`src/rtl/assert_macros.svh`:
```
// Assertion macros used by the top level of the IQ imbalance compensator.
// Depends on nothing; included by files that carry concurrent assertions.
`ifndef ASSERT_MACROS_SVH
`define ASSERT_MACROS_SVH

// Same-cycle implication, disabled while reset is asserted.
`define ASSERT_IMPLIES(label, clk_s, rst_s, ante, cons) \
  label: assert property (@(posedge clk_s) disable iff (!rst_s) (ante) |-> (cons)) \
    else $error("%m: implication check failed");

// Next-cycle implication, disabled while reset is asserted.
`define ASSERT_NEXT(label, clk_s, rst_s, ante, cons) \
  label: assert property (@(posedge clk_s) disable iff (!rst_s) (ante) |=> (cons)) \
    else $error("%m: next-cycle check failed");

`endif

```
`src/rtl/iqlms_pkg.sv`:
```
// Package of the IQ imbalance compensator: widths, formats, state codes and
// the controller command struct. Depends on nothing.
package iqlms_pkg;

  // Sample and weight formats.
  localparam int SAMPLE_WIDTH = 16;
  localparam int WEIGHT_WIDTH = 32;
  localparam int WEIGHT_FRAC  = 30;
  localparam int MU_WIDTH     = 16;
  localparam int MU_FRAC      = 20;
  localparam int UPD_SHIFT    = 2 * SAMPLE_WIDTH - 12;

  // Product widths: sample times weight, and mu times sample.
  localparam int CORR_PROD_W = SAMPLE_WIDTH + WEIGHT_WIDTH;
  localparam int MU_SAMP_W   = MU_WIDTH + 1 + SAMPLE_WIDTH;
  localparam int UPD_PROD_W  = SAMPLE_WIDTH + MU_SAMP_W;

  // Controller states, one-hot.
  typedef enum logic [4:0] {
    ST_IDLE = 5'b00001,
    ST_MUL  = 5'b00010,
    ST_OUT  = 5'b00100,
    ST_PROD = 5'b01000,
    ST_UPD  = 5'b10000
  } iqlms_state_t;

  // Commands from the controller to the datapath.
  typedef struct packed {
    logic load_in;
    logic do_mul;
    logic do_out;
    logic do_prod;
    logic do_upd;
  } iqlms_cmd_t;

endpackage

```
`src/rtl/iqlms_ctrl.sv`:
```
// Controller of the IQ imbalance compensator: sequences one item through
// the datapath and owns the result valid flag. Depends on iqlms_pkg.
module iqlms_ctrl (
  input  logic                  clk,
  input  logic                  rst_n,
  input  logic                  in_valid,
  output logic                  in_ready,
  input  logic                  out_ready,
  output logic                  out_valid,
  output iqlms_pkg::iqlms_cmd_t cmd
);

  iqlms_pkg::iqlms_state_t state_r, state_nxt;
  logic                    out_valid_r, out_valid_nxt;

  // A new item is taken when idle or in the weight update of the last one.
  assign in_ready  = (state_r == iqlms_pkg::ST_IDLE) || (state_r == iqlms_pkg::ST_UPD);
  assign out_valid = out_valid_r;

  // Next state and commands.
  always_comb begin
    state_nxt = state_r;
    cmd       = '0;
    case (state_r)
      iqlms_pkg::ST_IDLE: begin
        if (in_valid) begin
          cmd.load_in = 1'b1;
          state_nxt   = iqlms_pkg::ST_MUL;
        end
      end
      iqlms_pkg::ST_MUL: begin
        cmd.do_mul = 1'b1;
        state_nxt  = iqlms_pkg::ST_OUT;
      end
      iqlms_pkg::ST_OUT: begin
        // The result register must be free or emptying this cycle.
        if (!out_valid_r || out_ready) begin
          cmd.do_out = 1'b1;
          state_nxt  = iqlms_pkg::ST_PROD;
        end
      end
      iqlms_pkg::ST_PROD: begin
        cmd.do_prod = 1'b1;
        state_nxt   = iqlms_pkg::ST_UPD;
      end
      iqlms_pkg::ST_UPD: begin
        cmd.do_upd = 1'b1;
        if (in_valid) begin
          cmd.load_in = 1'b1;
          state_nxt   = iqlms_pkg::ST_MUL;
        end else begin
          state_nxt = iqlms_pkg::ST_IDLE;
        end
      end
      default: begin
        state_nxt = iqlms_pkg::ST_IDLE;
      end
    endcase
  end

  // Result valid: set when the result register is written, cleared when the item is taken.
  always_comb begin
    if (cmd.do_out) begin
      out_valid_nxt = 1'b1;
    end else if (out_ready) begin
      out_valid_nxt = 1'b0;
    end else begin
      out_valid_nxt = out_valid_r;
    end
  end

  always_ff @(posedge clk) begin
    if (!rst_n) begin
      state_r     <= iqlms_pkg::ST_IDLE;
      out_valid_r <= 1'b0;
    end else begin
      state_r     <= state_nxt;
      out_valid_r <= out_valid_nxt;
    end
  end

endmodule

```
`config.mk`:
```
export PLATFORM = sky130hd
export DESIGN_NAME = iqlms_ctrl
export DESIGN_NICKNAME = d
export VERILOG_FILES = /design/src/rtl/assert_macros.svh /design/src/rtl/iqlms_pkg.sv /design/src/rtl/iqlms_ctrl.sv
export SDC_FILE = /design/constraint.sdc
export NUM_CORES = 1
export LEC_CHECK = 0
export ABC_AREA = 1
export BUFFER_PORTS_ARGS = -buffer_cell sky130_fd_sc_hd__buf_2
export CELL_PAD_IN_SITES_DETAIL_PLACEMENT = 1
export CELL_PAD_IN_SITES_GLOBAL_PLACEMENT = 1
export CORE_AREA = 8 8 45 47
export DETAILED_ROUTE_END_ITERATION = 10
export DIE_AREA = 0 0 53 55
export PLACE_DENSITY_LB_ADDON = 0.1
export SLEW_MARGIN = 30
export SYNTH_ARGS = -nofsm -noshare
export SYNTH_HDL_FRONTEND = slang
export SYNTH_SLANG_ARGS = --single-unit
export TNS_END_PERCENT = 1
```
`constraint.sdc`:
```
create_clock -name clk -period 1.15 [get_ports clk]
set_input_delay 0.0575 -clock clk [delete_from_list [all_inputs] [get_ports clk]]
set_output_delay 0.0575 -clock clk [all_outputs]
set_load 0.05 [all_outputs]
```
==> results of run 1 <==
state kept, by name, indices dropped and copies added, names as in the netlist:
register,count
state_r,5
out_valid,1
repair_timing:
item / 4_1_cts / 5_1_grt
gates resized for setup: 28 / 6
endpoints found under the hold margin: 0 / 0
buffers inserted: 1 / 0
setup endpoints to repair: 6 / 7
pin swaps: 2 / 4
per-stage QoR:
stage / hold WS (ps) / TNS (ps)
final: 114 / -585
after global routing: 132 / -1030
after CTS: 111 / -554
after detailed placement: 371 / -62.6
after global placement: 368 / -40.8
after floorplan: 240 / -71.3
layout by cell type (no fill, tap or decap), drive strengths merged:
master    instances
nand2             9
clkinvlp          1
buf              15
nor2             10
nand3             4
nor3              1
inv              13
o21bai            1
a21oi             3
dfxtp             6
or2               1
clkbuf            3
worst register-to-register path, cell delays in order (launching register included):
cell	delay [ps]
dfxtp_2	350
inv_2	60
nor2_4	120
nand3_4	90
nand2_4	90
buf_4	120
inv_1	30
nand2_1	60
nand3_1	60
per-layer routing:
metal	routed length, µm	global-route usage, %	part of all wire, %	up-vias
met5	0	0	0	-
met4	16	3.88	1.8	0
met3	66	5.08	7.4	4
met2	445	12.9	50	9
met1	364	6.99	41	165
li1	-	-	-	181
layout make-up:
type | count | share of cell area, %
sequential | 6 | 22.3
multi-input combinational | 29 | 36.2
clock buffer | 3 | 3.97
tap | 16 | 3.53
inverter | 14 | 9.93
timing repair buffer | 15 | 24.1
logic make-up after synthesis:
family	Yosys count	synth area share (%)
AO/OA/AOI/OAI	4	7.03
AND/OR/NAND/NOR	25	36.7
buffers and inverters	15	18.8
flip-flops	6	37.5
where the power goes:
group          leakage, nW  internal (mW)  total, mW  switching [mW]
Sequential          0.0504          0.219      0.230          0.0116
Combinational        0.213         0.0917      0.207           0.116
Clock               0.0138          0.118      0.200          0.0816
path summary, 6_finish.rpt:
check | end | slack (ps) | cells past startpoint
max | cmd[4] | -120 | 7
min | out_valid$_SDFFE_PN0P_ | 110 | 4
max reg2reg | state_r[0]$_SDFFE_PN1P_ | 60 | 8
min reg2reg | state_r[4]$_SDFFE_PN0P_ | 550 | 2
==> flow_summary.ini, run 1 <==
[grt]
grt_first_pass_wirelength_um = 1570
grt_max_degree = 7
grt-ovfl-total = 0
antenna_found_initial = 0
grt_pass1_vias = 389
grt_usage_pct = 7.65

[worst_setup_path]
crit_path_start_kind = flop
worstSetupPathType = reg -> out
r2r_start = state_r[0]$_SDFFE_PN1P_
arrival_ps = 1210
endpoint_kind = output pin
crit_path_cell_trace = inv_2, nor2_4, nand3_4, nand2_4, nand2_4, clkinvlp_4, buf_8
worstPathMaxFanout = 2
worst_ep_required_time_ps = 1090
crit_path_frequent_cell = nand2_4
timing.critical_path.buf_inv = 3
crit_family = flip-flops
crit_slowest_cell = dfxtp_2
crit_path_start = state_r[0]$_SDFFE_PN1P_
cp_slowest_stage_delay_ps = 350

[cts]
cts_tree = built
cts_root_buffer = clkbuf_4
cts_num_sinks = 6
cts.reportedPaths.clkPinSlew_ps = 50
clkLatencyLatePin_ps = 250
htree_levels = 1
cts_made_buffers = 3
cts_hold_buf = 0
clock_path_buffers = 2

[floorplanning]
dieArea_um2 = 2920
die_h_um = 55
die_w_um = 53
start_util_pct = 23.1
design.core.area_um2 = 1380
ioPinCount = 11
row_count = 14

[placement]
dp_hpwl_um = 681
dp.cells = 79
place.port_buffers = 10
gp_routability_congestion = 0.679
dpl-instance-area_um2 = 429
pre_cts_ws_ps = -59.3

[logic_synthesis]
yosysWarnings = 0
synthFlopType = dfxtp_1
synth_fp_nets = 54
ys_seq_area_share_pct = 37.5
yosysTopAreaCellShare_pct = 37.5
synthCells = 50
synth_largest_area_cell = dfxtp_1
netlist_area_um2 = 320
synthTopCellsByArea = dfxtp_1 (38%), inv_1 (16%), nand2_1 (9.4%)
synth_most_common_cell = inv_1
synth.distinct_cells = 13
synth_edf_count = 0
synth.avg_cell_area_um2 = 6.41
synthArstFlopShare_pct = 0
synth_common_cells = inv_1 (14), nand2_1 (8), nor2_1 (7)
ys_seq_elements = 6

[timing]
hold_viol = 0
setup_ws_ps = -116
worst_slew_pin_slew_ps = 252
rsz0062_at_grt = yes
final_max_slew_viol_count = 0
fin_crit_sh_pct = 110
period_minus_slack_ps = 1270
fmax_mhz = 790
relSlewSlack_pct = 83.3
final-setup-viol-count = 6
skew_ps = 6.26

[pwr]
power_uw = 638
irDropWorstVdd_uv = 628
power.density_nw_per_um2 = 1120
p_leak_nw = 0.278

[detailed_routing]
drt_iter0_markers = 1
wl_per_cell_um = 10.8
wirelength_um = 893
vias_per_cell = 4.33
ant_nets = 0
drc = 0
num_vias = 359
first_pass_iters = 3

[hold_path]
worstHoldStart = out_ready
hp-class = in -> reg

[run_status]
status = complete, but fails checks
violations = negative setup slack

[layout]
fill_cells = 170
final-seq-area_um2 = 126
fin_nets = 73
area_growth_pct = 77.0
n_antenna_cell = 0
layout.cells.non_filler = 83
fin_area_um2 = 567
multiInputGateArea_um2 = 205
drive_gt1_share_pct = 56.7
fin_util_pct = 41.0

[run]
max-cap-violations = 0
Power figures use the tool's default switching activity.
==> inputs of run 2 (changes only) <==
Settings changed: ABC_AREA 1 to not set.
==> run 2 against run 1 <==
Compared with the run above: the run still ends with negative setup slack left; cell area rose by 10%; sequential power up 3%; routed wire length rose by 30%; combinational power rose by 29%; worst hold slack lost 16 ps; global-route usage rose by 1.6 points; count of clock-buffer cells in the layout up 1; via count is 5.3% higher; die area unchanged; first-iteration DRC count fell by 100%; critical path type unchanged; largest power group is now combinational logic.
==> flow_summary.ini, run 2 <==
[grt]
antenna_found_initial = 0
grt_usage_pct = 9.26
grt_first_pass_wirelength_um = 1950
grt_pass1_vias = 411
grt_max_degree = 8
grt-ovfl-total = 0

[detailed_routing]
drt_iter0_markers = 0
vias_per_cell = 4.97
first_pass_iters = 1
wirelength_um = 1160
ant_nets = 0
drc = 0
num_vias = 378
wl_per_cell_um = 15.3

[worst_setup_path]
r2r-end = state_r[0]$_SDFFE_PN1P_
endpoint_kind = output pin
worstPathMaxFanout = 6
crit_slowest_cell = dfxtp_2
worstSetupPathType = reg -> out
worst_ep_required_time_ps = 1090
crit_path_start = state_r[0]$_SDFFE_PN1P_
crit_path_cell_trace = buf_4, xnor2_2, nor4_4, and2_4, buf_8
reg2reg_depth = 4
r2r_start = state_r[0]$_SDFFE_PN1P_
r2r_slack_ps = -220
cp_slowest_stage_delay_ps = 340
crit_path_start_kind = flop
arrival_ps = 1430
critPathCapture = cmd[4]

[timing]
fin_crit_sh_pct = 129
setup_ws_ps = -336
fin_tns_setup_ps = -2410
worst_slew_pin_slew_ps = 246
hold_viol = 0
relSlewSlack_pct = 83.5
skew_ps = 0.522
fmax_mhz = 673
period_minus_slack_ps = 1490
final-setup-viol-count = 10
rsz0062_at_grt = yes
holdWs_ps = 98.9
final_max_slew_viol_count = 0

[placement]
dp.cells = 72
place.port_buffers = 10
dpl-instance-area_um2 = 520
gp_routability_congestion = 0.759
pre_cts_ws_ps = -272
dp_hpwl_um = 904

[pwr]
power_uw = 713
irDropWorstVdd_uv = 478
power.density_nw_per_um2 = 1140
p_leak_nw = 0.271

[layout]
final_cell_mix = buf_4 (11), buf_2 (4)
n_antenna_cell = 0
top_register = state_r
fin_area_um2 = 626
drive_gt1_share_pct = 66.7
layout.cells.non_filler = 76
fin_nets = 65
fin_util_pct = 45.2
area_growth_pct = 85.2
largest_register_ffs = 5
mostFrequentLayoutCell = buf_4

[cts]
cts_num_sinks = 6
cts.reportedPaths.clkPinSlew_ps = 50
cts_made_buffers = 3
cts_tree = built
cts_root_buffer = clkbuf_4
clkLatencyLatePin_ps = 240
htree_levels = 1
cts_hold_buf = 0
clock_path_buffers = 2
postCtsSetupRepairBufs = 0

[floorplanning]
ioPinCount = 11
row_count = 14
die_w_um = 53
dieArea_um2 = 2920
start_util_pct = 24.4
die_h_um = 55
design.core.area_um2 = 1380

[logic_synthesis]
synth.distinct_cells = 23
synthArstFlopShare_pct = 0
synthCells = 36
synth.avg_cell_area_um2 = 9.38
synth_top_family_by_area = simple AND/OR/NAND/NOR gates
synth_compound_area_share_pct = 20.4
ys_seq_area_share_pct = 35.6
synthTopCellsByArea = dfxtp_1 (36%), or4b_1 (5.9%), nand2b_1 (5.6%)
synth_edf_count = 0
synthFlopType = dfxtp_1
synthAdderAreaFrac_pct = 0
synth_xor_xnor_area_share_pct = 5.19
ys_seq_elements = 6
synth_fp_nets = 40
synth_largest_area_cell = dfxtp_1
synth_most_common_cell = dfxtp_1
yosysWarnings = 0
netlist_area_um2 = 338
synthSimpleGateAreaFrac_pct = 36.7
muxShareOfSynthArea_pct = 0
synth_common_cells = dfxtp_1 (6), nand2b_1 (3), nor2_1 (3)
yosysTopAreaCellShare_pct = 35.6

[run]
max-cap-violations = 0

[run_status]
violations = negative setup slack
status = complete, but fails checks

[hold_path]
hp-class = in -> reg
## run 2: timing repair
item | 4_1_cts | 5_1_grt
resized for setup | 20 | 4
endpoints found under the setup margin | 11 | 11
pin swaps | 4 | 0
## run 2: final cells by class
class / instances / area (µm²)
clock buffers: 4 / 26.3
repair buffers: 21 / 181
fillers: 157 / 758
multi-input cells: 29 / 270
well taps: 16 / 20.0
flip-flops and latches: 6 / 128
## run 2: metal layers
metal	share of wire, %	GRT usage, %
met1	41	9.63
met2	51	15.8
met3	6.9	4.28
met4	0.78	3.88
met5	0	0
## run 2: critical path, delay by kind of cell (launching register included)
family / cells / cell delay [ps]
xor+xnor: 1 / 140
buf+inv: 2 / 290
simple gates: 2 / 420
flops: 1 / 340
## run 2: worst min-delay path by stage
| stage | slack, ps | start | cells past startpoint | endpoint |
|---|---|---|---|---|
| after floorplan | 180 | rst_n | 1 | state_r[4]$_SDFFE_PN0P_ |
| after global placement | 340 | rst_n | 2 | state_r[4]$_SDFFE_PN0P_ |
| after detailed placement | 340 | rst_n | 2 | state_r[4]$_SDFFE_PN0P_ |
| after CTS | 100 | rst_n | 2 | state_r[4]$_SDFFE_PN0P_ |
| after global routing | 100 | rst_n | 2 | state_r[4]$_SDFFE_PN0P_ |
| final | 100 | rst_n | 2 | state_r[4]$_SDFFE_PN0P_ |
## run 2: logic make-up (layout without fill, tap and decap cells)
logic type / Yosys count / after routing
xor+xnor: 2 / 2
flops: 6 / 6
simple gates: 19 / 19
compound gates: 8 / 8
buf+inv: 1 / 25
## run 2: report_power, final
part           total [mW]  switching (mW)  internal (mW)
Combinational       0.268           0.125          0.143
Clock               0.209          0.0775          0.132
Sequential          0.236          0.0172          0.218
Total               0.713           0.220          0.493
==> inputs of run 3 (changes only) <==
Settings changed: CTS_BUF_LIST set to sky130_fd_sc_hd__clkbuf_8.
==> run 3 against run 2 <==
Compared with the run above: the flow still finishes with violations (negative setup slack); worst setup slack improved by 20 ps; sequential power is essentially flat; fmax grew 1.4%; final cell count did not move; count of clock-buffer cells in the layout shrank 1.
==> flow_summary.ini, run 3 (synthesis gave the netlist of run 2 again) <==
[cts]
clock_path_buffers = 2
clkLatencyLatePin_ps = 220
cts_root_buffer = clkbuf_8
cts_hold_buf = 0
cts_num_sinks = 6
cts_tree = built
cts_made_buffers = 3
cts.reportedPaths.clkPinSlew_ps = 40
htree_levels = 1

[layout]
area_growth_pct = 90.7
final_cell_mix = buf_4 (11), buf_2 (4)
n_antenna_cell = 0
largest_register_ffs = 5
multiInputGateArea_um2 = 270
final-seq-area_um2 = 128
mostFrequentLayoutCell = buf_4
top_register = state_r
drive_gt1_share_pct = 66.7
fill_cells = 164
fin_area_um2 = 644
fin_util_pct = 46.6
fin_nets = 65

[worst_setup_path]
worstPathMaxFanout = 6
r2r_start = state_r[0]$_SDFFE_PN1P_
crit_slowest_cell = or4b_4
endpoint_kind = output pin
r2r-end = state_r[0]$_SDFFE_PN1P_
cp_slowest_stage_delay_ps = 560
crit_path_start_kind = flop
crit_path_cell_trace = or4b_4, nor2_4, buf_8
worstSetupPathType = reg -> out
r2r_slack_ps = -220
reg2reg_depth = 4
arrival_ps = 1410
worst_ep_required_time_ps = 1090

[run]
max-cap-violations = 0

[timing]
relSlewSlack_pct = 83.2
skew_ps = 3.34
final_max_slew_viol_count = 0
hold_viol = 0
period_minus_slack_ps = 1470
final-setup-viol-count = 10
fin_crit_sh_pct = 127
rsz0062_at_grt = yes
fin_tns_setup_ps = -2350
fmax_mhz = 682
worst_slew_pin_slew_ps = 250
setup_ws_ps = -316
holdWs_ps = 117

[floorplanning]
dieArea_um2 = 2920
die_w_um = 53
start_util_pct = 24.4
ioPinCount = 11
row_count = 14
design.core.area_um2 = 1380
die_h_um = 55

[pwr]
p_leak_nw = 0.283
power.density_nw_per_um2 = 1280
irDropWorstVdd_uv = 854

[placement]
dp_hpwl_um = 904
place.port_buffers = 10
pre_cts_ws_ps = -272
dpl-instance-area_um2 = 520
gp_routability_congestion = 0.759

[hold_path]
hold_end = state_r[4]$_SDFFE_PN0P_
hold_depth = 2
worstHoldStart = rst_n
hp-class = in -> reg

[detailed_routing]
wirelength_um = 1180
drc = 0
first_pass_iters = 2
wl_per_cell_um = 15.5
ant_nets = 0
drt_iter0_markers = 1
vias_per_cell = 5.05
num_vias = 384

[grt]
grt_usage_pct = 9.26
grt_pass1_vias = 425
antenna_found_initial = 0
grt-ovfl-total = 0
grt_first_pass_wirelength_um = 1970
grt_max_degree = 8

[run_status]
violations = negative setup slack
status = complete, but fails checks
run 3: cell types whose count changed in the layout (fill, tap and decap cells not counted), sizes merged:
cell    before  now
inv          0    1
clkbuf       4    3
run 3: area by class of cell:
type / instances / share of cell area [%]
clock buffer: 3 / 6.41
clock inverter: 1 / 0.583
multi-input combinational: 29 / 41.9
timing repair buffer: 21 / 28.2
sequential: 6 / 19.8
tap: 16 / 3.11
run 3: timing repair:
item                       in CTS  in global routing
gates resized for setup        20                  4
buffers inserted                0                  0
setup endpoints to repair      11                 11
pin swaps                       3                  0
run 3: critical path: cells and delay by family (launching register included):
family	cells	cell delay, ps
flip-flops	1	340
buffers and inverters	1	150
AND/OR/NAND/NOR	2	690
run 3: routing by layer:
layer  GRT usage (%)  share of wire, %  routed length, µm
met4            5.17                 0                  0
met2            16.2                52                615
met1            9.33                42                489
met3            3.48               6.0                 71
met5               0                 0                  0
run 3: worst max path at each step:
stage | start | slack [ps] | endpoint | depth (start not counted)
after floorplan | state_r[4]$_SDFFE_PN0P_ | -440 | cmd[4] | 3
after global placement | state_r[3]$_SDFFE_PN0P_ | -230 | state_r[0]$_SDFFE_PN1P_ | 2
after detailed placement | state_r[3]$_SDFFE_PN0P_ | -270 | state_r[0]$_SDFFE_PN1P_ | 2
after CTS | state_r[0]$_SDFFE_PN1P_ | -330 | cmd[4] | 5
after global routing | state_r[0]$_SDFFE_PN1P_ | -400 | cmd[4] | 5
final | state_r[0]$_SDFFE_PN1P_ | -320 | cmd[1] | 3
run 3: power breakdown:
part / switching, mW / internal, mW / total (mW) / leakage, nW
registers: 0.0169 / 0.219 / 0.236 / 0.0502
clock network: 0.0886 / 0.229 / 0.318 / 0.0269
logic: 0.126 / 0.143 / 0.269 / 0.206
run 3: stage by stage:
| step | total power [mW] | cells |
|---|---|---|
| 2_1_floorplan | 0.382 | 36 |
| 3_3_place_gp | 0.457 | 72 |
| 3_5_place_dp | 0.463 | 72 |
| 4_1_cts | 0.831 | 76 |
| 5_1_grt | 0.872 | 76 |
| 6_report | 0.822 | 76 |
